`config.mk`:
```
export PLATFORM = sky130hd
export DESIGN_NAME = afm_gate
export DESIGN_NICKNAME = d
export VERILOG_FILES = /design/src/design/afm_pkg.sv /design/src/design/afm_gate.sv
export SDC_FILE = /design/constraint.sdc
export NUM_CORES = 1
export LEC_CHECK = 0
export BUFFER_PORTS_ARGS = -buffer_cell sky130_fd_sc_hd__buf_2
export CAP_MARGIN = 20
export CORE_ASPECT_RATIO = 0.8
export CORE_MARGIN = 5
export CORE_UTILIZATION = 25
export CTS_CLUSTER_DIAMETER = 50
export DETAILED_ROUTE_END_ITERATION = 10
export SETUP_SLACK_MARGIN = 0.15
export SKIP_CTS_REPAIR_TIMING = 1
export SYNTH_ARGS = -nofsm -noshare
export SYNTH_HDL_FRONTEND = slang
export SYNTH_SLANG_ARGS = --single-unit
```
`constraint.sdc`:
```
create_clock -name clk -period 2.9 [get_ports clk]
set_input_delay 0 -clock clk [delete_from_list [all_inputs] [get_ports clk]]
set_output_delay 0 -clock clk [all_outputs]
set_load 0.02 [all_outputs]
```
`src/design/afm_pkg.sv`:
```
// Shared types and constants of the averaging frequency meter.
package afm_pkg;

	localparam int CNT_W       = 16;
	localparam int TICK_W      = 16;
	localparam int TOL_W       = 8;
	localparam int HIST_DEPTH  = 10;
	localparam int HIST_AW     = $clog2(HIST_DEPTH);
	localparam int SUM_W       = 20;
	localparam int SCALED_W    = 23;
	localparam int NUM_DIGITS  = 8;
	localparam int DIG_W       = 4;
	localparam int BCD_W       = NUM_DIGITS * DIG_W;
	localparam int CFG_IDX_W   = 2;
	localparam int CFG_DATA_W  = 16;

	localparam logic [CNT_W-1:0]  CNT_MAX          = '1;
	localparam logic [TICK_W-1:0] GATE_TICKS_RST   = 16'd1000;
	localparam logic [TOL_W-1:0]  STABLE_TOL_RST   = 8'd1;

	// divide by ten: (v * RECIP10) >> RECIP_SHIFT is exact for v below 2^24
	localparam int                RECIP_W     = 24;
	localparam logic [RECIP_W-1:0] RECIP10    = 24'd13421773;
	localparam int                RECIP_SHIFT = 27;
	localparam int                PROD_W      = SCALED_W + RECIP_W;

	localparam logic [CFG_IDX_W-1:0] REG_GATE_TICKS = 2'd0;
	localparam logic [CFG_IDX_W-1:0] REG_STABLE_TOL = 2'd1;

	typedef struct packed {
		logic ref_tick;
		logic sig_edge;
	} in_item_t;

	typedef struct packed {
		logic [CNT_W-1:0]    latest_count;
		logic [SCALED_W-1:0] scaled_sum;
		logic [BCD_W-1:0]    bcd_digits;
		logic [NUM_DIGITS-1:0] blank_mask;
		logic                stable;
		logic                overrange;
	} out_item_t;

	// gate close event from the counter front end
	typedef struct packed {
		logic [CNT_W-1:0] count;
		logic             overrange;
	} close_ev_t;

	// history stage result toward the digit pipeline
	typedef struct packed {
		logic [CNT_W-1:0] latest_count;
		logic [SUM_W-1:0] mean_sum;
		logic             stable;
		logic             overrange;
	} hist_res_t;

	// fields carried alongside the digit pipeline
	typedef struct packed {
		logic [CNT_W-1:0] latest_count;
		logic             stable;
		logic             overrange;
	} side_t;

endpackage

```
`src/design/afm_gate.sv`:
```
// Gate front end: reference tick and signal edge counters, gate close detect.
module afm_gate import afm_pkg::*; (
	input  logic              clk,
	input  logic              arst_n,
	input  logic              accept,
	input  in_item_t          item,
	input  logic [TICK_W-1:0] gate_ticks,
	output logic              close,
	output close_ev_t         ev
);

	logic [TICK_W-1:0] tick_q, tick_n;
	logic [CNT_W-1:0]  edge_q, edge_n;
	logic              sat_q, sat_n;

	always_comb begin
		edge_n = edge_q;
		sat_n  = sat_q;
		if (item.sig_edge) begin
			if (edge_q == CNT_MAX) begin
				sat_n = 1'b1;
			end else begin
				edge_n = edge_q + 1'b1;
			end
		end
		tick_n = item.ref_tick ? tick_q + 1'b1 : tick_q;
		// a zero gate length closes on every tick, same as one
		close = accept && item.ref_tick && (tick_n >= gate_ticks);
		ev.count     = edge_n;
		ev.overrange = sat_n;
	end

	always_ff @(posedge clk or negedge arst_n) begin
		if (!arst_n) begin
			tick_q <= '0;
			edge_q <= '0;
			sat_q  <= 1'b0;
		end else if (accept) begin
			if (close) begin
				tick_q <= '0;
				edge_q <= '0;
				sat_q  <= 1'b0;
			end else begin
				tick_q <= tick_n;
				edge_q <= edge_n;
				sat_q  <= sat_n;
			end
		end
	end

endmodule

```
Word level (Yosys, flattened, before mapping)
Cells that the tools add are included.
Word-level totals
  word-level logic and storage cells: 17
  register bits after elaboration: 33
  bits of input ports: 21
  output and inout bits: 18
Operators by class
  equality and inequality tests: 1
  add/subtract/negate cells: 2
  multiplexer cells: 8
  $lt $le $gt $ge: 1
  reductions and logical operators: 2
Operators with widths (count)
  $mux 16: 5
  $add 16x1->16 const B: 2
  $eq 16x16->1 const B: 1
  $ge 16x16->1: 1
  $mux 1: 3
  $logic_and 1x1->1: 2

Logic depth before layout (Yosys ltp)
Gate-level depths: netlist of run 1.
  depth after elaboration: 5
  gate-level depth with buffers: 15

Worst setup path before layout of run 1
No wires, ideal clock.
  path type: register to register
  from: reg tick_q[0]
  to: reg edge_q[0]
  setup slack: 0.004 ns
  cell stages (with the launch flop): 15
  period minus slack after synthesis: 2.896 ns
  buffers on the path: 2
  required time: 2.779 ns
  arrival time: 2.775 ns
  cell sequence: dfrtp_1 ha_1 nand4_1 nor4_2 nand2_1 xnor2_1 ha_1 nand4_1 nor2_1 nand3_1 o21ai_1 and2_1 clkbuf_2 buf_4 nor2_1
Between the ends
  word-level cells in the longest chain between the ends: 5
RTL lines
  from (decl): RTL line afm_gate.sv:12  | logic [TICK_W-1:0] tick_q, tick_n;
  from (signal assigned): RTL line afm_gate.sv:44  | tick_q <= tick_n;
  $add 16x1->16: RTL line afm_gate.sv:26  | tick_n = item.ref_tick ? tick_q + 1'b1 : tick_q;
  $mux 16 (*): RTL line afm_gate.sv:26
  $ge 16x16->1 (*): RTL line afm_gate.sv:28  | close = accept && item.ref_tick && (tick_n >= gate_ticks);
  $logic_and 1x1->1 (*): RTL line afm_gate.sv:28
  net close: RTL line afm_gate.sv:8  | output logic close,
  $mux 16 (*): RTL line afm_gate.sv:39  | if (close) begin
  to (signal assigned): RTL line afm_gate.sv:45  | edge_q <= edge_n;
  to (decl): RTL line afm_gate.sv:13  | logic [CNT_W-1:0] edge_q, edge_n;
The timed path passes the listed nets; every way through them passes the cells marked *.
A chain may end at the register's enable or synchronous reset.

Worst setup path in the final report of run 1
  from: reg tick_q[1]
  to: reg edge_q[15]
Between the ends
  word-level cells in the longest chain between the ends: 5
RTL lines (RTL line)
  $add 16x1->16: afm_gate.sv:26
  $mux 16 (*): afm_gate.sv:26
  $ge 16x16->1 (*): afm_gate.sv:28
  $logic_and 1x1->1 (*): afm_gate.sv:28
  $mux 16 (*): afm_gate.sv:39
Mark *: on every way between the ends. The rest lies on a longest branch, timed or not.

==> summary.md, run 1 <==
| Metric | Value |
|---|---|
| Violated checks | setup timing |
| H-Tree Depth | 2 |
| Clock Path Buffers | 2 |
| CP startpoint | tick_q[1] |
| Vias in the first global route | about 2300 |
| Commonest non-fill, non-tap cell in the layout | buf_2 |
| Global-route wire length before repair | ~10000 um |
| Post-synth top area cell | dfrtp_1 |
| Area Overhead vs Synth | 30.4% |
| Inst Count DP | a little under 500 |
| CP startpoint kind | flop |
| Final Max Slew Viols | 0 |
| Register bit total from synthesis | 33 |
| Post-Syn Instances | about 310 |
| Post-synth EDFFs | 0 |
| Largest net degree at the start of global routing | 34 |
| Antenna Cells | 0 |
| IO Pins | 39 |
| Vias | 2359 |
| Final hold vios | 0 |
| Setup slack after layout | -0.172 ns |
| Initial antenna violation count | 0 |
| CTS tree | yes |
| Initial Util | 0.256 |
| Core area | around 0.010 sq mm |
| Detailed Route WL | 6510 um |
| R2R cell count | 14 |
| Worst slew pin tran | 0.792 ns |
| Starting DRT DRC Count | slightly above 90 |
| Fraction of layout cells with a size suffix above 1 | 0.312 |
| Rows | 33 |
| PortBufs | 38 |
| Pre-CTS setup slack | about 0.028 ns |
| Drt wl/cell | 12.9 um |
| Max-capacitance violation count | 0 |
| XOR/XNOR Fraction of Synth Area | 0.137 |
| CTS Root Buffer Type | clkbuf_16 |
| Power density cells | about 520 mW/mm^2 |
| Reg2reg start | tick_q[1] |
| Final setup vio count | 28 |
| Synth top area cells | dfrtp_1 (31%), ha_1 (8.6%), xor2_1 (7.3%) |
| FFs w/ async S/R, synth | 1.00 |
| Netlist cell types | 43 |
| Met2 Use GR | 0.162 |
| First-pass detailed-route iteration total | 4 |
| Worst-Skew Late Latency | ~0.27 ns |
| Die height | between 100 and 150 um |
| Setup crit end kind | flop |
| Worst Hold Launch | item[0] |
| Finished Layout Cells | slightly above 500 |
| Max Fclk | roughly 0.33 GHz |
| CP Class | reg2reg |
| Synth top area share | 0.314 |
| Cell Area, Synth | 0.00263 sq mm |
| All-Layer GR Usage | 0.0969 |
| Relative slew slack | 0.472 |
| Period minus WS final | 3.07 ns |
| Top FF cell, synth | dfrtp_1 |
| RSZ-0062 raised after global routing | true |
| Via/cell ratio | around 4.7 |
| Ys Warns | 0 |
| Half-perimeter wire length after placement | 4560 um |
| Die Area | about 0.013 sq mm |
| Fraction of the mapped netlist area in simple logic gates | 0.286 |
| DRC viols | 0 |
| Setup Total Neg Slack | -2.02 ns |
| Final #Nets | 404 |
| Cts bufs inserted | 5 |
| Worst r2r dst | edge_q[15] |
| Worst reg2reg setup slack | -0.17 ns |
| Min-Delay Path Class | in2reg |
| Syn Area/Cell | around 8.4 sq um |
| Total Power | 1.77 mW |
| DIE WIDTH | 125 um |
| Largest family of logic cells by synthesized area | simple AND/OR/NAND/NOR gates |
| Crit-path max FO | 8 |
| CTS clk-pin slew, worst paths | about 0.05 ns |
| Synth Net Count | approximately 350 |
| Clk_skew | around 0.0036 ns |
| Leakage | 1.61 nW |
| Period utilization | 1.06 |
| Compound-Gate Fraction of Synth Area | 0.0876 |
| Remaining antenna violation count | 0 |
| Outcome | finished with violations |
| Worst endpoint data arrival time | 3.25 ns |
| Worst Path Required | 3.08 ns |
| Fill cells | 1046 |
| Met3 Use GR | 0.0253 |
| Global placer's final weighted congestion | 0.790 |
| Sequential area share after synthesis | 0.314 |
| Final global-route overflow total | 0 |
| Mux contribution to synthesized area | 0.0281 |
| Met1 Usage GRT | 0.127 |
| Leading cell types in the layout, fill and taps excluded | buf_2 (37), dfrtp_1 (33), nand2_1 (30) |
| Synth Area in Adders | 0.0857 |
| Worst Setup EP | edge_q[15] |
| Peak VDD IR | slightly above 300 uV |
| Grt peak-use layer | met2 |
| Worst-case hold slack | approximately 0.13 ns |
| Num Clock Sinks | 33 |
[report_power, final]
group	internal [mW]	switching, mW
sequential	0.536	0.0954
combinational	0.276	0.350
clock	0.337	0.180
[cell usage after synthesis (all sizes together) (4+ instances only)]
master	n
nor3	7
nand4	15
xor2	22
xnor2	19
ha	18
inv	18
nor2	40
and3	7
a21oi	19
dfrtp	33
nand2	30
nand3	23
o21ai	10
mux2i	4
buf	14
a311oi	4
[registers in the layout, summed over array words and instances, names as in the netlist]
| register | flops |
|---|---|
| edge_q | 16 |
| sat_q | 1 |
| tick_q | 16 |
[through the flow]
stage | util | area (sq um)
3_5_place_dp | 0.293 | 3020
6_report | 0.333 | 3430
5_1_grt | 0.333 | 3430
4_1_cts | 0.307 | 3160
2_1_floorplan | - | 2630
3_3_place_gp | 0.293 | 3020
[final cells by class]
cell class | count | area [sq um] | share of cell area
Multi-Input combinational cell | 245 | 1770 | 0.518
Sequential cell | 33 | 826 | 0.241
Clock buffer | 7 | 143 | 0.0416
Inverter | 18 | 67.6 | 0.0197
Tap cell | 140 | 175 | 0.0511
Timing Repair Buffer | 62 | 443 | 0.129
[how the worst min path moves through the flow]
stage / endpoint / slack [ns] / cells past startpoint
finish: edge_q[4] / 0.13 / 4
global route: edge_q[4] / 0.14 / 4
CTS: tick_q[9] / -0.16 / 1
detailed placement: tick_q[13] / 0.13 / 1
global placement: tick_q[15] / 0.13 / 1
floorplan: edge_q[0] / -0.30 / 0
[critical path: stages (launching register included)]
cell and delay, ns:
dfrtp_1 0.41, nand3_2 0.12, or2_4 0.29, nor3_4 0.27, nand3_1 0.12, xnor2_1 0.15
ha_1 0.33, a21oi_2 0.16, o21ai_2 0.07, nor4_2 0.30, o21ai_2 0.10, and2_4 0.20
buf_12 0.13, clkbuf_16 0.16, a311oi_2 0.17
[cell families after synthesis]
logic type / count (synthesis)
buffers and inverters: 34
flip-flops: 33
XOR/XNOR: 41
AO/OA/AOI/OAI: 37
AND/OR/NAND/NOR: 142
adder cells (fa/ha/maj): 18
multiplexers: 7
[metal layers]
metal | vias to the layer above | share of wire
met4 | 0 | 0.0026
met1 | 1144 | 0.47
li1 | 1176 | -
met5 | - | 0
met2 | 37 | 0.49
met3 | 2 | 0.040
Power figures use the tool's default switching activity.
==> run 2: changes to the inputs <==
- BUFFER_PORTS_ARGS: -buffer_cell sky130_fd_sc_hd__buf_2 -> not set
- DONT_BUFFER_PORTS: not set -> 1
- clock period: 2.9 -> 2.88 ns (I/O delays scaled with it)
==> summary.md, run 2 (synthesis gave the netlist of run 1 again) <==
| Metric | Value |
|---|---|
| Outcome | finished with violations |
| Commonest non-fill, non-tap cell in the layout | dfrtp_1 |
| Violated checks | hold timing, setup timing |
| Core area | a little over 0.01 sq mm |
| Finished Layout Cells | slightly below 500 |
| Die Area | ~0.013 sq mm |
| Setup slack after layout | -0.0623 ns |
| Area Overhead vs Synth | 29.5% |
| Leading cell types in the layout, fill and taps excluded | dfrtp_1 (33), nand2_1 (30), buf_4 (25) |
| Period utilization | 1.02 |
| CP startpoint kind | flop |
| CTS tree | yes |
| Largest net degree at the start of global routing | 34 |
| Sequential power share | 0.357 |
| Drt wl/cell | 14.1 um |
| Rows | 33 |
| Worst endpoint data arrival time | approximately 2.9 ns |
| Via/cell ratio | roughly 4.7 |
| IO Pins | 39 |
| P_sw | roughly 0.63 mW |
| Half-perimeter wire length after placement | between 4000 and 5000 um |
| CP Class | reg2out |
| Clk pwr share | 0.285 |
| Leakage | between 1 and 1.5 nW |
| DIE WIDTH | approximately 120 um |
| Global placer's final weighted congestion | roughly 0.79 |
| Final Max Slew Viols | 0 |
| Vias | about 2300 |
| Min-Delay Path Class | in2reg |
| Starting DRT DRC Count | 76 |
| Remaining antenna violation count | 0 |
| Peak VDD IR | ~240 uV |
| Initial antenna violation count | 0 |
| Power density cells | 520 mW/mm^2 |
| Internal power | around 1.1 mW |
| Vias in the first global route | ~2100 |
| Pre-CTS setup slack | a little over 0.05 ns |
| H-Tree Depth | 2 |
| CTS Root Buffer Type | clkbuf_16 |
| Max-capacitance violation count | 0 |
| Fraction of layout cells with a size suffix above 1 | 0.261 |
| Worst-case hold slack | -0.0137 ns |
| Antenna Cells | 0 |
| Final setup vio count | 3 |
| Period minus WS final | 2.94 ns |
| Global-route wire length before repair | slightly below 10000 um |
| Num Clock Sinks | 33 |
| Worst-Skew Late Latency | around 0.28 ns |
| PortBufs | 0 |
| Setup Total Neg Slack | -0.119 ns |
| Final hold vios | 3 |
| Final #Nets | 379 |
| Relative slew slack | 0.522 |
| Die height | about 100 um |
| All-Layer GR Usage | 0.0971 |
| Setup crit end kind | primary output |
| Clk_skew | about 0.0060 ns |
| Initial Util | 0.256 |
| Total Power | about 1.8 mW |
| RSZ-0062 raised after global routing | true |
| First-pass detailed-route iteration total | 4 |
| Worst Path Required | around 2.9 ns |
| Switching part of the total | 0.356 |
| Crit-path max FO | 5 |
| Final global-route overflow total | 0 |
| CTS clk-pin slew, worst paths | 0.05 ns |
| Largest regs | edge_q (16), tick_q (16), sat_q (1) |
| Cts bufs inserted | 5 |
| Detailed Route WL | slightly below 7000 um |
| DRC viols | 0 |
| Worst slew pin tran | 0.715 ns |
| Inst Count DP | 456 |
| Comb pwr share | 0.358 |
| Clock Path Buffers | 2 |
| Max Fclk | 0.340 GHz |
==> run 2: cell types whose count changed in the layout (fill, tap and decap cells not counted), moves of 2 or more <==
cell           change
buf_2             -37
buf_4              +7
nor2_4             +7
nor2_2             -5
a21oi_1            -3
a21oi_2            +3
dlygate4sd3_1      +3
clkbuf_1           +2
nor2_1             -2
o21ai_1            +2
o21ai_2            -2
==> run 2: power by group through the flow <==
stage / sequential [mW] / clock, mW / combinational (mW)
floorplan: 0.633 / 0 / 0.397
global placement: 0.633 / 0 / 0.532
detailed placement: 0.637 / 0 / 0.542
CTS: 0.630 / 0.522 / 0.546
global route: 0.649 / 0.540 / 0.705
finish: 0.633 / 0.505 / 0.633
==> run 2: layout make-up <==
| type | instances | area (sq um) |
|---|---|---|
| fillers | 1089 | 6880 |
| repair buffers | 37 | 375 |
| inverters | 18 | 67.6 |
| flip-flops and latches | 33 | 826 |
| multi-input cells | 245 | 1820 |
| clock buffers | 8 | 136 |
| well taps | 140 | 175 |
==> run 2: through the flow <==
step	utilization	instance area, sq um
2_1_floorplan	-	2630
3_3_place_gp	0.278	2860
3_5_place_dp	0.278	2860
4_1_cts	0.291	2990
5_1_grt	0.331	3400
6_report	0.331	3400
==> run 2: worst paths after layout <==
kind                               to  slack [ns]      start  cells after the start
min in group asynchronous  edge_q[14]        0.19     arst_n                      2
hold reg to reg                 sat_q        0.49      sat_q                      2
setup / recovery                close       -0.06  tick_q[0]                     13
setup reg to reg           tick_q[11]       -0.05  tick_q[0]                     13
hold / removal             tick_q[14]       -0.01     accept                      3
max in group asynchronous   edge_q[3]        2.50     arst_n                      2
==> run 2: critical path, cell delays in order, from the launching register on <==
cell     delay [ns]
dfrtp_1        0.39
nand3_2        0.11
or2_4          0.29
nor3_4         0.27
nand3_2        0.13
xnor2_2        0.15
ha_1           0.31
a21oi_2        0.14
o21ai_2        0.06
nor4_2         0.28
o21ai_2        0.10
and2_4         0.17
buf_12         0.13
buf_6          0.12
==> run 2: routing by layer <==
metal,share of wire,GRT usage
met1,0.46,0.129
met2,0.48,0.154
met3,0.054,0.0348
met4,0.0065,0.0202
met5,0,0
==> run 3: changes to the inputs <==
- clock period: 2.88 -> 3.05 ns (I/O delays scaled with it)
==> summary.md, run 3 (synthesis gave the netlist of run 1 again) <==
| Metric | Value |
|---|---|
| Max-capacitance violation count | 0 |
| Total Power | 1.65 mW |
| Slowest stage cell, crit path | dfrtp_2 |
| Largest net degree at the start of global routing | 34 |
| RSZ-0062 raised after global routing | true |
| Initial Util | 0.256 |
| Core area | ~0.010 sq mm |
| Fraction of layout cells with a size suffix above 1 | 0.230 |
| Leading cell types in the layout, fill and taps excluded | dfrtp_1 (31), nand2_1 (30), nor2_1 (23) |
| DIE WIDTH | 125 um |
| Clock Path Buffers | 2 |
| First-pass detailed-route iteration total | 4 |
| CP Class | reg2reg |
| IO Pins | 39 |
| DRC viols | 0 |
| PortBufs | 0 |
| Via/cell ratio | roughly 4.6 |
| Outcome | finished with violations |
| Max Fclk | 0.344 GHz |
| Slowest Stage Delay on Critical Path | about 0.44 ns |
| Period minus WS final | slightly below 3 ns |
| Global-route wire length before repair | 9840 um |
| Setup slack after layout | 0.147 ns |
| Finished Layout Cells | around 480 |
| Inst Count DP | ~450 |
| Drt wl/cell | around 14 um |
| Vias | roughly 2200 |
| Cell area after layout | ~0.0034 sq mm |
| Global placer's final weighted congestion | 0.778 |
| Clk_skew | 0.00786 ns |
| Die Area | 0.0127 sq mm |
| Final hold vios | 6 |
| Leakage | between 1 and 1.5 nW |
| Remaining antenna violation count | 0 |
| All-Layer GR Usage | 0.0929 |
| Setup crit end kind | flop |
| Final setup vio count | 0 |
| CTS tree | yes |
| Largest regs | edge_q (16), tick_q (16), sat_q (1) |
| Vias in the first global route | around 2000 |
| Worst reg2reg setup slack | approximately 0.15 ns |
| Starting DRT DRC Count | 65 |
| Violated checks | hold timing |
| CP Cell Sequence | ha_4, nand4_1, buf_4, nor3_4, nand3_1, xnor2_2, ha_1, a21oi_2, nor2_1, nor4_1, o21ai_1, and2_4, buf_12, clkbuf_16, a311oi_2 |
| H-Tree Depth | 2 |
| Power density cells | between 400 and 500 mW/mm^2 |
| Min-Delay Path Class | in2reg |
| CP top delay family | simple AND/OR/NAND/NOR gates |
| Cts bufs inserted | 5 |
| Num Clock Sinks | 33 |
| Fin util | 0.330 |
| CP startpoint kind | flop |
| Worst endpoint data arrival time | 3.09 ns |
| Peak VDD IR | around 190 uV |
| Period utilization | 0.952 |
| Worst Path Required | 3.23 ns |
| Crit-path max FO | 8 |
| Initial antenna violation count | 0 |
| Worst slew pin tran | ~0.56 ns |
| Die height | a little over 100 um |
| Commonest non-fill, non-tap cell in the layout | dfrtp_1 |
| Antenna Cells | 0 |
| WP buf/inv | 3 |
| Relative slew slack | 0.627 |
| Fill cells | around 1100 |
| CTS Root Buffer Type | clkbuf_16 |
| Final global-route overflow total | 0 |
| Area Overhead vs Synth | 28.9% |
| Rows | 33 |
| Detailed Route WL | ~6700 um |
| Worst-case hold slack | -0.0183 ns |
| Half-perimeter wire length after placement | between 4000 and 5000 um |
| Final Max Slew Viols | 0 |
| Final #Nets | 382 |
| CTS clk-pin slew, worst paths | 0.06 ns |
| Pre-CTS setup slack | -0.0680 ns |
| Worst-Skew Late Latency | between 0.2 and 0.3 ns |
| Placed Area | 0.00282 sq mm |
[run 3: cell count changes in the layout (fill, tap and decap cells not counted), sizes merged]
cell | previous run | this run
buf | 31 | 25
clkbuf | 10 | 8
dlygate4sd3 | 4 | 13
clkinv | 0 | 2
[run 3: layout make-up]
class	instances	area [sq um]	area share
clock buffer	6	129	0.0380
multi-input combinational	245	1770	0.521
timing repair buffer	40	413	0.122
sequential	33	828	0.244
clock inverter	2	10.0	0.00295
tap	140	175	0.0517
inverter	18	67.6	0.0199
[run 3: metal layers]
metal / wire length [um] / vias up / global-route usage
met5: 0 / - / 0
met4: 16 / 0 / 0.0143
met3: 285 / 2 / 0.0316
met2: 3150 / 28 / 0.142
met1: 3290 / 1073 / 0.130
li1: - / 1138 / -
[run 3: where the power goes]
group	switching, mW	internal (mW)
logic	0.321	0.244
clock network	0.173	0.299
registers	0.0996	0.511
total	0.593	1.05
[run 3: worst paths after layout]
kind / from / to / depth (start not counted)
max reg2reg: tick_q[1] / edge_q[15] / 15
max in group asynchronous: arst_n / tick_q[0] / 2
min in group asynchronous: arst_n / edge_q[13] / 2
min reg2reg: tick_q[15] / tick_q[15] / 2
max: tick_q[1] / edge_q[15] / 15
min: accept / tick_q[5] / 3
[run 3: stage by stage]
stage	hold slack, ns	TNS (ns)
2_1_floorplan	-0.296	0
3_3_place_gp	-0.294	0
3_5_place_dp	-0.293	-0.0680
4_1_cts	-0.585	-0.217
5_1_grt	-0.000306	-0.0146
6_report	-0.0183	0
[run 3: worst register-to-register path: cells and delay by family, from the launching register on]
family,cells,cell delay [ns]
fa+ha+maj,2,0.37
flops,1,0.44
xor+xnor,1,0.16
compound gates,3,0.42
simple gates,6,0.94
buf+inv,3,0.49
