`config.mk`:
```
export PLATFORM = sky130hd
export DESIGN_NAME = afm_hist
export DESIGN_NICKNAME = d
export VERILOG_FILES = /design/src/design/afm_pkg.sv /design/src/design/afm_ram.sv /design/src/design/afm_hist.sv
export SDC_FILE = /design/constraint.sdc
export NUM_CORES = 1
export LEC_CHECK = 0
export ABC_AREA = 0
export BUFFER_PORTS_ARGS = -buffer_cell sky130_fd_sc_hd__buf_2
export CAP_MARGIN = 15
export CORE_MARGIN = 3
export CORE_UTILIZATION = 62
export CTS_CLUSTER_SIZE = 25
export DETAILED_ROUTE_END_ITERATION = 8
export PLACE_DENSITY = 0.81
export SYNTH_ARGS = -nofsm -noshare
export SYNTH_HDL_FRONTEND = slang
export SYNTH_SLANG_ARGS = --single-unit
```
`constraint.sdc`:
```
create_clock -name clk -period 6.7 [get_ports clk]
set_input_delay 1.005 -clock clk [delete_from_list [all_inputs] [get_ports clk]]
set_output_delay 1.005 -clock clk [all_outputs]
set_load 0.01 [all_outputs]
```
`src/design/afm_pkg.sv`:
```
// Shared types and constants of the averaging frequency meter.
package afm_pkg;

	localparam int CNT_W       = 16;
	localparam int TICK_W      = 16;
	localparam int TOL_W       = 8;
	localparam int HIST_DEPTH  = 10;
	localparam int HIST_AW     = $clog2(HIST_DEPTH);
	localparam int SUM_W       = 20;
	localparam int SCALED_W    = 23;
	localparam int NUM_DIGITS  = 8;
	localparam int DIG_W       = 4;
	localparam int BCD_W       = NUM_DIGITS * DIG_W;
	localparam int CFG_IDX_W   = 2;
	localparam int CFG_DATA_W  = 16;

	localparam logic [CNT_W-1:0]  CNT_MAX          = '1;
	localparam logic [TICK_W-1:0] GATE_TICKS_RST   = 16'd1000;
	localparam logic [TOL_W-1:0]  STABLE_TOL_RST   = 8'd1;

	// divide by ten: (v * RECIP10) >> RECIP_SHIFT is exact for v below 2^24
	localparam int                RECIP_W     = 24;
	localparam logic [RECIP_W-1:0] RECIP10    = 24'd13421773;
	localparam int                RECIP_SHIFT = 27;
	localparam int                PROD_W      = SCALED_W + RECIP_W;

	localparam logic [CFG_IDX_W-1:0] REG_GATE_TICKS = 2'd0;
	localparam logic [CFG_IDX_W-1:0] REG_STABLE_TOL = 2'd1;

	typedef struct packed {
		logic ref_tick;
		logic sig_edge;
	} in_item_t;

	typedef struct packed {
		logic [CNT_W-1:0]    latest_count;
		logic [SCALED_W-1:0] scaled_sum;
		logic [BCD_W-1:0]    bcd_digits;
		logic [NUM_DIGITS-1:0] blank_mask;
		logic                stable;
		logic                overrange;
	} out_item_t;

	// gate close event from the counter front end
	typedef struct packed {
		logic [CNT_W-1:0] count;
		logic             overrange;
	} close_ev_t;

	// history stage result toward the digit pipeline
	typedef struct packed {
		logic [CNT_W-1:0] latest_count;
		logic [SUM_W-1:0] mean_sum;
		logic             stable;
		logic             overrange;
	} hist_res_t;

	// fields carried alongside the digit pipeline
	typedef struct packed {
		logic [CNT_W-1:0] latest_count;
		logic             stable;
		logic             overrange;
	} side_t;

endpackage

```
`src/design/afm_ram.sv`:
```
// Generic single-write, single-read RAM with registered read data.
module afm_ram #(
	parameter int WIDTH = 16,
	parameter int DEPTH = 10
) (
	input  logic                     clk,
	input  logic                     wr_en,
	input  logic [$clog2(DEPTH)-1:0] wr_addr,
	input  logic [WIDTH-1:0]         wr_data,
	input  logic                     rd_en,
	input  logic [$clog2(DEPTH)-1:0] rd_addr,
	output logic [WIDTH-1:0]         rd_data
);

	logic [WIDTH-1:0] mem_q [DEPTH];

	always_ff @(posedge clk) begin
		if (wr_en) begin
			mem_q[wr_addr] <= wr_data;
		end
		if (rd_en) begin
			rd_data <= mem_q[rd_addr];
		end
	end

endmodule

```
`src/design/afm_hist.sv`:
```
// Count history in RAM: circular buffer, running sum and stability compare.
module afm_hist import afm_pkg::*; (
	input  logic             clk,
	input  logic             arst_n,
	input  logic             adv,
	input  logic             close,
	input  close_ev_t        ev,
	input  logic [TOL_W-1:0] stable_tol,
	output logic             res_valid,
	output hist_res_t        res
);

	logic [HIST_AW-1:0]    wp_q, wp_nxt;
	logic [HIST_DEPTH-1:0] written_q;
	logic [SUM_W-1:0]      sum_q, sum_new;

	logic                  vld_s1;
	logic [HIST_AW-1:0]    wp_s1;
	close_ev_t             ev_s1;
	logic                  vdrop_s1, vold_s1;

	logic                  vld_s2;
	hist_res_t             res_s2;

	logic [CNT_W-1:0]      drop_rd, old_rd, drop_val, old_val, diff;
	logic                  wr_en;

	// wp_q holds the entry to drop (ten gates back); the one after it becomes the oldest
	assign wp_nxt = (wp_q == HIST_AW'(HIST_DEPTH - 1)) ? '0 : wp_q + 1'b1;
	assign wr_en  = adv && vld_s1;

	afm_ram #(.WIDTH(CNT_W), .DEPTH(HIST_DEPTH)) u_ram_drop (
		.clk     (clk),
		.wr_en   (wr_en),
		.wr_addr (wp_s1),
		.wr_data (ev_s1.count),
		.rd_en   (close),
		.rd_addr (wp_q),
		.rd_data (drop_rd)
	);

	afm_ram #(.WIDTH(CNT_W), .DEPTH(HIST_DEPTH)) u_ram_old (
		.clk     (clk),
		.wr_en   (wr_en),
		.wr_addr (wp_s1),
		.wr_data (ev_s1.count),
		.rd_en   (close),
		.rd_addr (wp_nxt),
		.rd_data (old_rd)
	);

	always_comb begin
		drop_val = vdrop_s1 ? drop_rd : '0;
		old_val  = vold_s1 ? old_rd : '0;
		sum_new  = sum_q - SUM_W'(drop_val) + SUM_W'(ev_s1.count);
		diff     = (old_val >= ev_s1.count) ? old_val - ev_s1.count
			: ev_s1.count - old_val;
	end

	always_ff @(posedge clk or negedge arst_n) begin
		if (!arst_n) begin
			wp_q      <= '0;
			written_q <= '0;
			sum_q     <= '0;
			vld_s1    <= 1'b0;
			vld_s2    <= 1'b0;
		end else if (adv) begin
			vld_s1 <= close;
			vld_s2 <= vld_s1;
			if (close) begin
				wp_q <= wp_nxt;
			end
			if (vld_s1) begin
				sum_q <= sum_new;
				written_q[wp_s1] <= 1'b1;
			end
		end
	end

	always_ff @(posedge clk) begin
		if (adv) begin
			if (close) begin
				wp_s1    <= wp_q;
				ev_s1    <= ev;
				vdrop_s1 <= written_q[wp_q];
				vold_s1  <= written_q[wp_nxt];
			end
			res_s2.latest_count <= ev_s1.count;
			res_s2.mean_sum     <= sum_new;
			res_s2.stable       <= (diff <= CNT_W'(stable_tol));
			res_s2.overrange    <= ev_s1.overrange;
		end
	end

	assign res_valid = vld_s2;
	assign res       = res_s2;

endmodule

```
After elaboration in Yosys (flattened, before gate mapping)
Memories as Yosys holds them, arrays and structs flattened. A register that Yosys moved wholly into a read port is not among the register bits.
Cells that the tools add are included.
{"block": "totals", "reg_bits": 97, "mem_bits_rw": 320, "output_inout_bits": 39, "elab_cells": 45, "memories": 2}
{"name": "u_ram_drop.mem_q", "words": 10, "width": 16, "read_ports": 1, "rd_ports_with_merged_regs": 1, "write_ports": 1, "line_no": "afm_ram.sv:15", "text": "logic [WIDTH-1:0] mem_q [DEPTH];"}
{"name": "u_ram_old.mem_q", "words": 10, "width": 16, "read_ports": 1, "rd_ports_with_merged_regs": 1, "write_ports": 1, "line_no": "afm_ram.sv:15"}
{"block": "classes", "addsub": 5, "order_cmp": 6, "n_eq_ne": 1, "muxes": 12, "n_bitwise": 1, "reduce_logical": 4}
{"cell": "$mux W16", "n": 3}
{"cell": "$sub A16 B16 Y16", "n": 2}
{"cell": "$add A20 B16 Y20", "n": 1}
{"cell": "$sub A20 B16 Y20", "n": 1}
{"cell": "$ge A16 B16 Y1", "n": 1}
{"cell": "$le A16 B8 Y1", "n": 1}
{"cell": "$lt A4 B5 Y1 const B", "n": 3}
{"cell": "$or A10 B10 Y10", "n": 1}
{"cell": "$bmux W1 S4", "n": 2}
{"cell": "$mux W1", "n": 5}
{"cell": "$add A4 B1 Y4 const B", "n": 1}
{"cell": "$demux W1 S4", "n": 1}
{"cell": "$eq A4 B4 Y1 const B", "n": 1}
{"cell": "$ge A4 B1 Y1 const B", "n": 1}
{"cell": "$mux W4", "n": 1}
{"cell": "$reduce_and A2 Y1", "n": 2}
{"cell": "$logic_and A1 B1 Y1", "n": 2}

Logic depth before layout (Yosys ltp)
Gate-level depths: netlist of run 1.
{"block": "logic_depth", "depth_word": 5, "mapped_depth": 24, "ltp_nobuf": 21}

Hierarchy
A second synthesis of run 1 with hierarchy kept.
{"block": "hier_totals", "hier_cells": 1446, "hier_area_um2": 20747.4}
{"mod": "afm_ram", "instances": 2, "cells_each": 358, "area_each_um2": 6872.8, "seq_area_each_um2": 5285.1}
{"mod": "afm_hist", "instances": 1, "cells_each": 730, "area_each_um2": 7001.7, "seq_area_each_um2": 2732.6}

Worst setup path after synthesis of run 1
No wires, ideal clock.
{"block": "synth_timing", "path_type": "register to register", "startpoint": "register vold_s1", "endpoint": "register res_s2 (netlist bit res[1]), data pin", "arrival_ns": 4.547, "path_slack_ns": 1.995, "path_stages_with_launch": 21, "path_buffers": 3, "period_less_slack_ns": 4.705, "path_cell_list": "edfxtp_1 > clkbuf_1 > nand2_1 > inv_1 > fa_1 > a21o_1 > a2111oi_0 > o22a_1 > a21bo_1 > buf_6 > buf_2 > mux2_2 > ha_1 > nor2b_1 > o21a_1 > o21ai_0 > a21oi_1 > o22a_1 > nand2b_1 > or4_1 > a211oi_2"}
{"block": "synth_between", "elab_chain_cells": 4}
{"item": "from (decl)", "line_no": "afm_hist.sv:20", "text": "logic vdrop_s1, vold_s1;"}
{"item": "from (signal assigned)", "line_no": "afm_hist.sv:86", "text": "vold_s1 <= written_q[wp_nxt];"}
{"item": "$mux W16 (*)", "line_no": "afm_hist.sv:54", "text": "old_val = vold_s1 ? old_rd : '0;"}
{"item": "$sub A16 B16 Y16 (tied with other cells)", "line_no": "afm_hist.sv:57", "text": ": ev_s1.count - old_val;"}
{"item": "$mux W16 (*)", "line_no": "afm_hist.sv:56", "text": "diff = (old_val >= ev_s1.count) ? old_val - ev_s1.count"}
{"item": "$le A16 B8 Y1 (*)", "line_no": "afm_hist.sv:90", "text": "res_s2.stable <= (diff <= CNT_W'(stable_tol));"}
{"item": "to (decl)", "line_no": "afm_hist.sv:23", "text": "hist_res_t res_s2;"}
Every way passes the cells marked *; elsewhere a longest branch is shown, timed or not.
A chain may end at the register's enable or synchronous reset.

Worst setup path after layout of run 1
Ends and elaborated chain as after synthesis.

==> impl_metrics.env, run 1 <==
export IMPL_r2r_end="res[1]$_DFFE_PP_"
export IMPL_fill_cells=1515
export IMPL_synth_largest_area_cell="edfxtp_1"
export IMPL_slew_headroom_pct=35.0
export IMPL_dominantRegCellSynth="edfxtp_1"
export IMPL_layoutNonFillerInstCount=1558
export IMPL_synth_top_area_share_pct=49.7
export IMPL_syn_inst=1144
export IMPL_power_density_nw_per_um2=512
export IMPL_async_flop_share_pct=12.5
export IMPL_start_util_pct=64.0
export IMPL_cts_resized=0
export IMPL_ys_seq_elements=289
export IMPL_synth_area_um2=15300
export IMPL_clkSinkCount=289
export IMPL_post_cts_buffers=0
export IMPL_tns_ns=0
export IMPL_nets=1323
export IMPL_hold_path_class="flip-flop to flip-flop"
export IMPL_crit_family="compound AO/OA/AOI/OAI gates"
export IMPL_min_from="ev_s1[0]$_DFFE_PP_"
export IMPL_cp_slowest_cell="edfxtp_1"
export IMPL_hold_path_end="res[0]$_DFFE_PP_"
export IMPL_port_buffer_count=67
export IMPL_outcome="completed"
export IMPL_antenna_found_initial=2
export IMPL_grt_usage_pct=27.4
export IMPL_yosysSeqAreaShare_pct=55.5
export IMPL_worst_path_stages=18
export IMPL_synth_most_common_cell="edfxtp_1"
export IMPL_arrival_ns=6.02
export IMPL_drt_iter0_drc=1027
export IMPL_grt_pass1_wl_mm=55.2
export IMPL_synth_avg_cell_area_um2=13.4
export IMPL_clockRootBuffer="clkbuf_16"
export IMPL_ctsHoldBuffers=0
export IMPL_setup_viol_count_final=0
export IMPL_grt_max_degree=78
export IMPL_dieArea_um2=26600
export IMPL_clock_path_buffers=3
export IMPL_vias_per_cell=6.38
export IMPL_syn_to_final_growth_pct=11.3
export IMPL_slowest_delay_ns=0.65
export IMPL_whs_path_depth=0
export IMPL_num_vias=9946
export IMPL_finalHoldViolations=0
export IMPL_start_kind="flip-flop"
export IMPL_ys_warnings_count=0
export IMPL_finalPower_mw=8.71
export IMPL_drc=0
export IMPL_cts_max_level=1
export IMPL_cap_viol_max_count=0
export IMPL_cp_num_buf_inv=1
export IMPL_wl_mm=36.1
export IMPL_worst_slew_pin_slew_ns=0.975
export IMPL_grt_overflow_total=0
export IMPL_place_congestion=0.925
export IMPL_finalCritPeriodShare_pct=84.1
export IMPL_fp_coreArea_um2=23900
export IMPL_cts_tree="done"
export IMPL_cts_made_buffers=29
export IMPL_detail_route_wl_per_cell_um=23.2
export IMPL_grt_pass1_vias=9894
export IMPL_chipWidth_um=163
export IMPL_worstPathMaxFanout=19
export IMPL_clk_pin_slew_ns=0.06
export IMPL_drv_slew=0
export IMPL_ir_drop_uv=273
export IMPL_layout_drive_gt1_share_pct=20.0
export IMPL_period_needed_ns=5.63
export IMPL_dp_cells=1505
export IMPL_synth_edf_count=253
export IMPL_end_kind="flip-flop"
export IMPL_synthTopCellsByArea="edfxtp_1, mux4_2, dfrtp_1"
export IMPL_insertion_delay_ns=0.55
export IMPL_ant_nets=0
export IMPL_ys_types=60
export IMPL_cp_data_required_time_ns=7.09
export IMPL_diodes=0
export IMPL_reg2reg_depth=18
export IMPL_dp_hpwl_mm=23.8
export IMPL_r2r_slack_ns=1.07
export IMPL_p_leak_nw=6.63
export IMPL_r2r_start="vold_s1$_DFFE_PP_"
export IMPL_row_count=56
export IMPL_io_pins=68
export IMPL_die_h_um=163
export IMPL_drt_first_pass_iters=5
export IMPL_rsz0062_at_grt="no"
export IMPL_syn_num_nets=1250
export IMPL_path_cells="nand2_1 -> ha_1 -> inv_1 -> fa_1 -> a21o_1 -> a2111oi_0 -> o22a_1 -> a21bo_1 -> mux2_2 -> ha_1 -> nor2b_1 -> o21a_1 -> o21ai_0 -> a21oi_1 -> o22a_1 -> nand2b_1 -> or4_1 -> a211oi_2"
export IMPL_fin_skew_ns=0.0105
export IMPL_worstSetupPathType="flip-flop to flip-flop"
export IMPL_yosys_top_cells_count="edfxtp_1, inv_1, a21oi_1, mux4_2, ha_1"
export IMPL_max_freq_mhz=178
## sequential cells by signal, summed over array words and instances, names as in the netlist
signal              flops
vld_s1                  1
u_ram_old.rd_data      16
ev_s1                  17
wp_s1                   4
wp_q                    4
u_ram_drop.rd_data     16
res_valid               1
vold_s1                 1
res                    38
sum_q                  20
written_q              10
u_ram_old.mem_q       160
vdrop_s1                1
## area by class of cell
cell class	count	area [µm²]	area share (%)
multi-input cells	695	6240	36.6
well taps	319	399	2.34
clock inverters	13	123	0.720
inverters	105	394	2.31
repair buffers	97	561	3.29
flip-flops and latches	289	8500	49.9
clock buffers	40	807	4.74
## cell families after synthesis
logic type	synth area share [%]
flops	55.5
simple gates	8.21
compound gates	9.30
buf+inv	4.10
mux	14.1
fa+ha+maj	7.18
xor+xnor	1.60
## cell usage in the layout, fill, tap and decap left out, types with 30 or more instances in the layout
cell,count
edfxtp_1,253
inv_1,105
buf_2,67
a21oi_1,65
mux4_2,65
ha_1,59
nand2_1,51
nor2_1,49
mux2i_1,46
a211oi_1,45
and2_1,36
dfrtp_1,34
o21ai_0,33
buf_4,30
## per-stage QoR
stage / hold slack (ns) / worst slack [ns] / area (µm²) / util, %
after floorplan: 0.400 / 1.99 / 15300 / -
after global placement: 0.402 / 1.29 / 16100 / 67.4
after detailed placement: 0.419 / 1.22 / 16100 / 67.4
after CTS: 0.433 / 1.17 / 17000 / 71.3
after global routing: 0.457 / 0.768 / 17000 / 71.3
final: 0.427 / 1.07 / 17000 / 71.3
## per-layer routing
layer,vias up,track usage (%),wire length [µm],part of all wire [%]
met2,514,44.5,17300,48
met4,4,12.7,1760,4.9
met1,4879,36.4,13900,39
met5,-,0,27,0.075
met3,120,4.92,3060,8.5
li1,4429,-,-,-
## power by group
part	switching (mW)	leakage [nW]	internal [mW]
registers	0.209	2.77	2.45
clock network	0.656	0.458	0.916
logic	2.53	3.41	1.95
## worst max path at each step
stage / startpoint / endpoint
after detailed placement: vold_s1$_DFFE_PP_ / res[1]$_DFFE_PP_
final: vold_s1$_DFFE_PP_ / res[1]$_DFFE_PP_
after CTS: vold_s1$_DFFE_PP_ / res[1]$_DFFE_PP_
after floorplan: vold_s1$_DFFE_PP_ / res[1]$_DFFE_PP_
after global routing: vold_s1$_DFFE_PP_ / res[1]$_DFFE_PP_
after global placement: vold_s1$_DFFE_PP_ / res[1]$_DFFE_PP_
Power figures use the tool's default switching activity.
==> run 2, diff against run 1 <==
Settings changed: ABC_AREA 0 to 1, CORE_UTILIZATION 62 to 56, PLACE_DENSITY 0.81 to 0.77.
Clock period 6.7 ns to 4.55 ns, I/O delays scaled along.
==> run 2 against run 1 <==
  * Critical path depth is 4 higher
  * Area after synthesis rose by 4.4%
  * Clock power grew 58%
  * Sequential power up 47%
  * Synthesized cell count is 49% higher
  * Sequential share of layout area decreased by 2.0 points
  * Design area increased by 4.2%
  * Largest cell class unchanged
  * Largest power group unchanged
  * Highest routed layer unchanged
==> impl_metrics.env, run 2 <==
export IMPL_largest_reg_flops=160
export IMPL_synth_area_mux_share_pct=0
export IMPL_synth_area_um2=16000
export IMPL_start_kind="flip-flop"
export IMPL_finalPower_mw=13.6
export IMPL_yosysSeqAreaShare_pct=53.2
export IMPL_cp_common_cell="a21oi_1"
export IMPL_finalCritPeriodShare_pct=88.1
export IMPL_synth_edf_count=253
export IMPL_fp_coreArea_um2=27900
export IMPL_cp_data_required_time_ns=4.98
export IMPL_clock_path_buffers=3
export IMPL_vias_per_cell=5.80
export IMPL_drc=0
export IMPL_syn_to_final_growth_pct=11.1
export IMPL_ys_warnings_count=0
export IMPL_setup_viol_count_final=0
export IMPL_end_kind="flip-flop"
export IMPL_syn_inst=1709
export IMPL_drv_slew=0
export IMPL_synth_avg_cell_area_um2=9.35
export IMPL_wl_mm=44.5
export IMPL_ys_types=44
export IMPL_p_leak_nw=7.78
export IMPL_multi_input_area_um2=6040
export IMPL_yosys_top_cells_count="nand2_1, inv_1, edfxtp_1"
export IMPL_chipWidth_um=175
export IMPL_period_needed_ns=4.01
export IMPL_cts_tree="done"
export IMPL_worstPathMaxFanout=16
export IMPL_start_util_pct=57.2
export IMPL_layout_drive_gt1_share_pct=9.81
export IMPL_ant_nets=0
export IMPL_detail_route_wl_per_cell_um=20.5
export IMPL_regArea_um2=8500
export IMPL_synth_top_family_by_area="simple AND/OR/NAND/NOR gates"
export IMPL_row_count=61
export IMPL_drt_iter0_drc=1419
export IMPL_synthTopCellsByArea="edfxtp_1, nand2_1, inv_1"
export IMPL_post_cts_buffers=0
export IMPL_ir_drop_uv=470
export IMPL_port_buffer_count=67
export IMPL_tns_ns=0
export IMPL_final_cell_mix="nand2_1, inv_1, edfxtp_1"
export IMPL_worst_slew_pin_slew_ns=0.921
export IMPL_ctsHoldBuffers=0
export IMPL_fill_cells=2280
export IMPL_cts_made_buffers=30
export IMPL_synth_simple_area_share_pct=15.7
export IMPL_synth_top_area_share_pct=47.6
export IMPL_num_vias=12600
export IMPL_dieArea_um2=30600
export IMPL_syn_num_nets=1815
export IMPL_synth_fa_ha_area_share_pct=6.88
export IMPL_async_flop_share_pct=12.5
export IMPL_max_freq_mhz=250
export IMPL_arrival_ns=4.44
export IMPL_cap_viol_max_count=0
export IMPL_clkSinkCount=289
export IMPL_ys_seq_elements=289
export IMPL_grt_max_degree=187
export IMPL_dominantRegCellSynth="edfxtp_1"
export IMPL_cp_slowest_cell="edfxtp_1"
export IMPL_synth_largest_area_cell="edfxtp_1"
export IMPL_diodes=0
export IMPL_grt_pass1_vias=12400
export IMPL_io_pins=68
export IMPL_final_common_cell="nand2_1"
export IMPL_cp_num_buf_inv=4
export IMPL_power_density_nw_per_um2=764
export IMPL_clockRootBuffer="clkbuf_16"
export IMPL_synth_compound_area_share_pct=14.0
export IMPL_antenna_found_initial=1
export IMPL_fin_skew_ns=0.0239
export IMPL_slew_headroom_pct=38.6
export IMPL_path_cells="nand2_1 -> inv_1 -> ha_1 -> nand2_1 -> inv_1 -> a21oi_1 -> nand3_1 -> nand2_2 -> nand2_4 -> inv_2 -> nand3_1 -> o21ai_1 -> xor2_1 -> inv_1 -> ha_1 -> a21oi_1 -> nor2_1 -> a211oi_1 -> a21oi_1 -> a21oi_1 -> nand3_1 -> nor2_1"
export IMPL_finalHoldViolations=0
export IMPL_rsz0062_at_grt="no"
export IMPL_grt_overflow_total=0
export IMPL_grt_pass1_wl_mm=69.1
export IMPL_drt_first_pass_iters=6
export IMPL_synthXorXnorAreaFrac_pct=1.15
export IMPL_dp_hpwl_mm=30.2
export IMPL_grt_usage_pct=29.2
export IMPL_synth_most_common_cell="nand2_1"
export IMPL_outcome="completed"
export IMPL_clk_pin_slew_ns=0.08
export IMPL_hold_path_class="input pin to async pin"
export IMPL_slowest_delay_ns=0.69
export IMPL_die_h_um=175
export IMPL_worstSetupPathType="flip-flop to flip-flop"
export IMPL_place_congestion=0.961
export IMPL_insertion_delay_ns=0.58
export IMPL_cts_resized=0
export IMPL_nets=1877
export IMPL_top_register="u_ram_old.mem_q"
export IMPL_crit_family="simple AND/OR/NAND/NOR gates"
export IMPL_cts_max_level=1
run 2: cell types whose count changed in the layout (fill, tap and decap cells not counted), moves of 18 or more:
cell	delta
o21ai_0	+80
mux2i_1	-46
nor2_1	+30
a211oi_1	-28
inv_1	+177
and2_1	-30
mux2_2	-18
nand3_1	+85
o211ai_1	+83
nand2_1	+331
nor2b_1	-23
mux4_2	-65
o2111ai_1	+29
run 2: routing by layer:
layer	part of all wire [%]	wire length, µm	vias up	GRT usage, %
met5	0.029	13	-	0
met4	3.4	1530	2	10.9
met3	9.3	4130	117	4.67
met2	49	21600	653	49.4
met1	39	17200	5879	38.4
li1	-	-	5943	-
run 2: cell families after synthesis:
logic type,Yosys count
AND/OR/NAND/NOR,602
buffers and inverters,363
AO/OA/AOI/OAI,357
flip-flops,289
adder cells (fa/ha/maj),77
XOR/XNOR,21
run 2: where the power goes:
group | leakage (nW) | internal [mW] | switching, mW | total, mW
clock | 0.496 | 1.42 | 1.07 | 2.48
combinational | 4.53 | 2.40 | 4.76 | 7.16
sequential | 2.76 | 3.59 | 0.319 | 3.91
total | 7.78 | 7.41 | 6.15 | 13.6
run 2: cell type report:
cell class | instances | area share (%)
clock buffer | 32 | 4.39
clock inverter | 24 | 1.23
inverter | 289 | 6.13
multi-input combinational | 1057 | 34.0
sequential | 289 | 47.9
tap | 378 | 2.66
timing repair buffer | 104 | 3.67
run 2: final timing paths:
kind | start | endpoint | slack (ns) | cells after the start
worst max-delay path | vold_s1$_DFFE_PP_ | res[1]$_DFFE_PP_ | 0.54 | 22
worst min-delay path | arst_n | sum_q[17]$_DFFE_PN0P_ | 0.23 | 1
worst max register to register | vold_s1$_DFFE_PP_ | res[1]$_DFFE_PP_ | 0.54 | 22
worst min register to register | ev_s1[0]$_DFFE_PP_ | res[0]$_DFFE_PP_ | 0.42 | 0
max in group asynchronous | arst_n | wp_q[0]$_DFFE_PN0P_ | 3.62 | 1
min in group clk | ev[5] | ev_s1[5]$_DFFE_PP_ | 0.28 | 1
run 2: metrics by stage:
stage / hold WS [ns] / worst slack [ns] / instances / util [%] / cell area, µm²
after floorplan: 0.387 / 1.16 / 1709 / - / 16000
after global placement: 0.401 / 0.736 / 2117 / 60.0 / 16800
after detailed placement: 0.407 / 0.592 / 2117 / 60.0 / 16800
after CTS: 0.259 / 0.572 / 2173 / 63.5 / 17700
after global routing: 0.272 / 0.189 / 2173 / 63.5 / 17700
final: 0.234 / 0.542 / 2173 / 63.5 / 17700
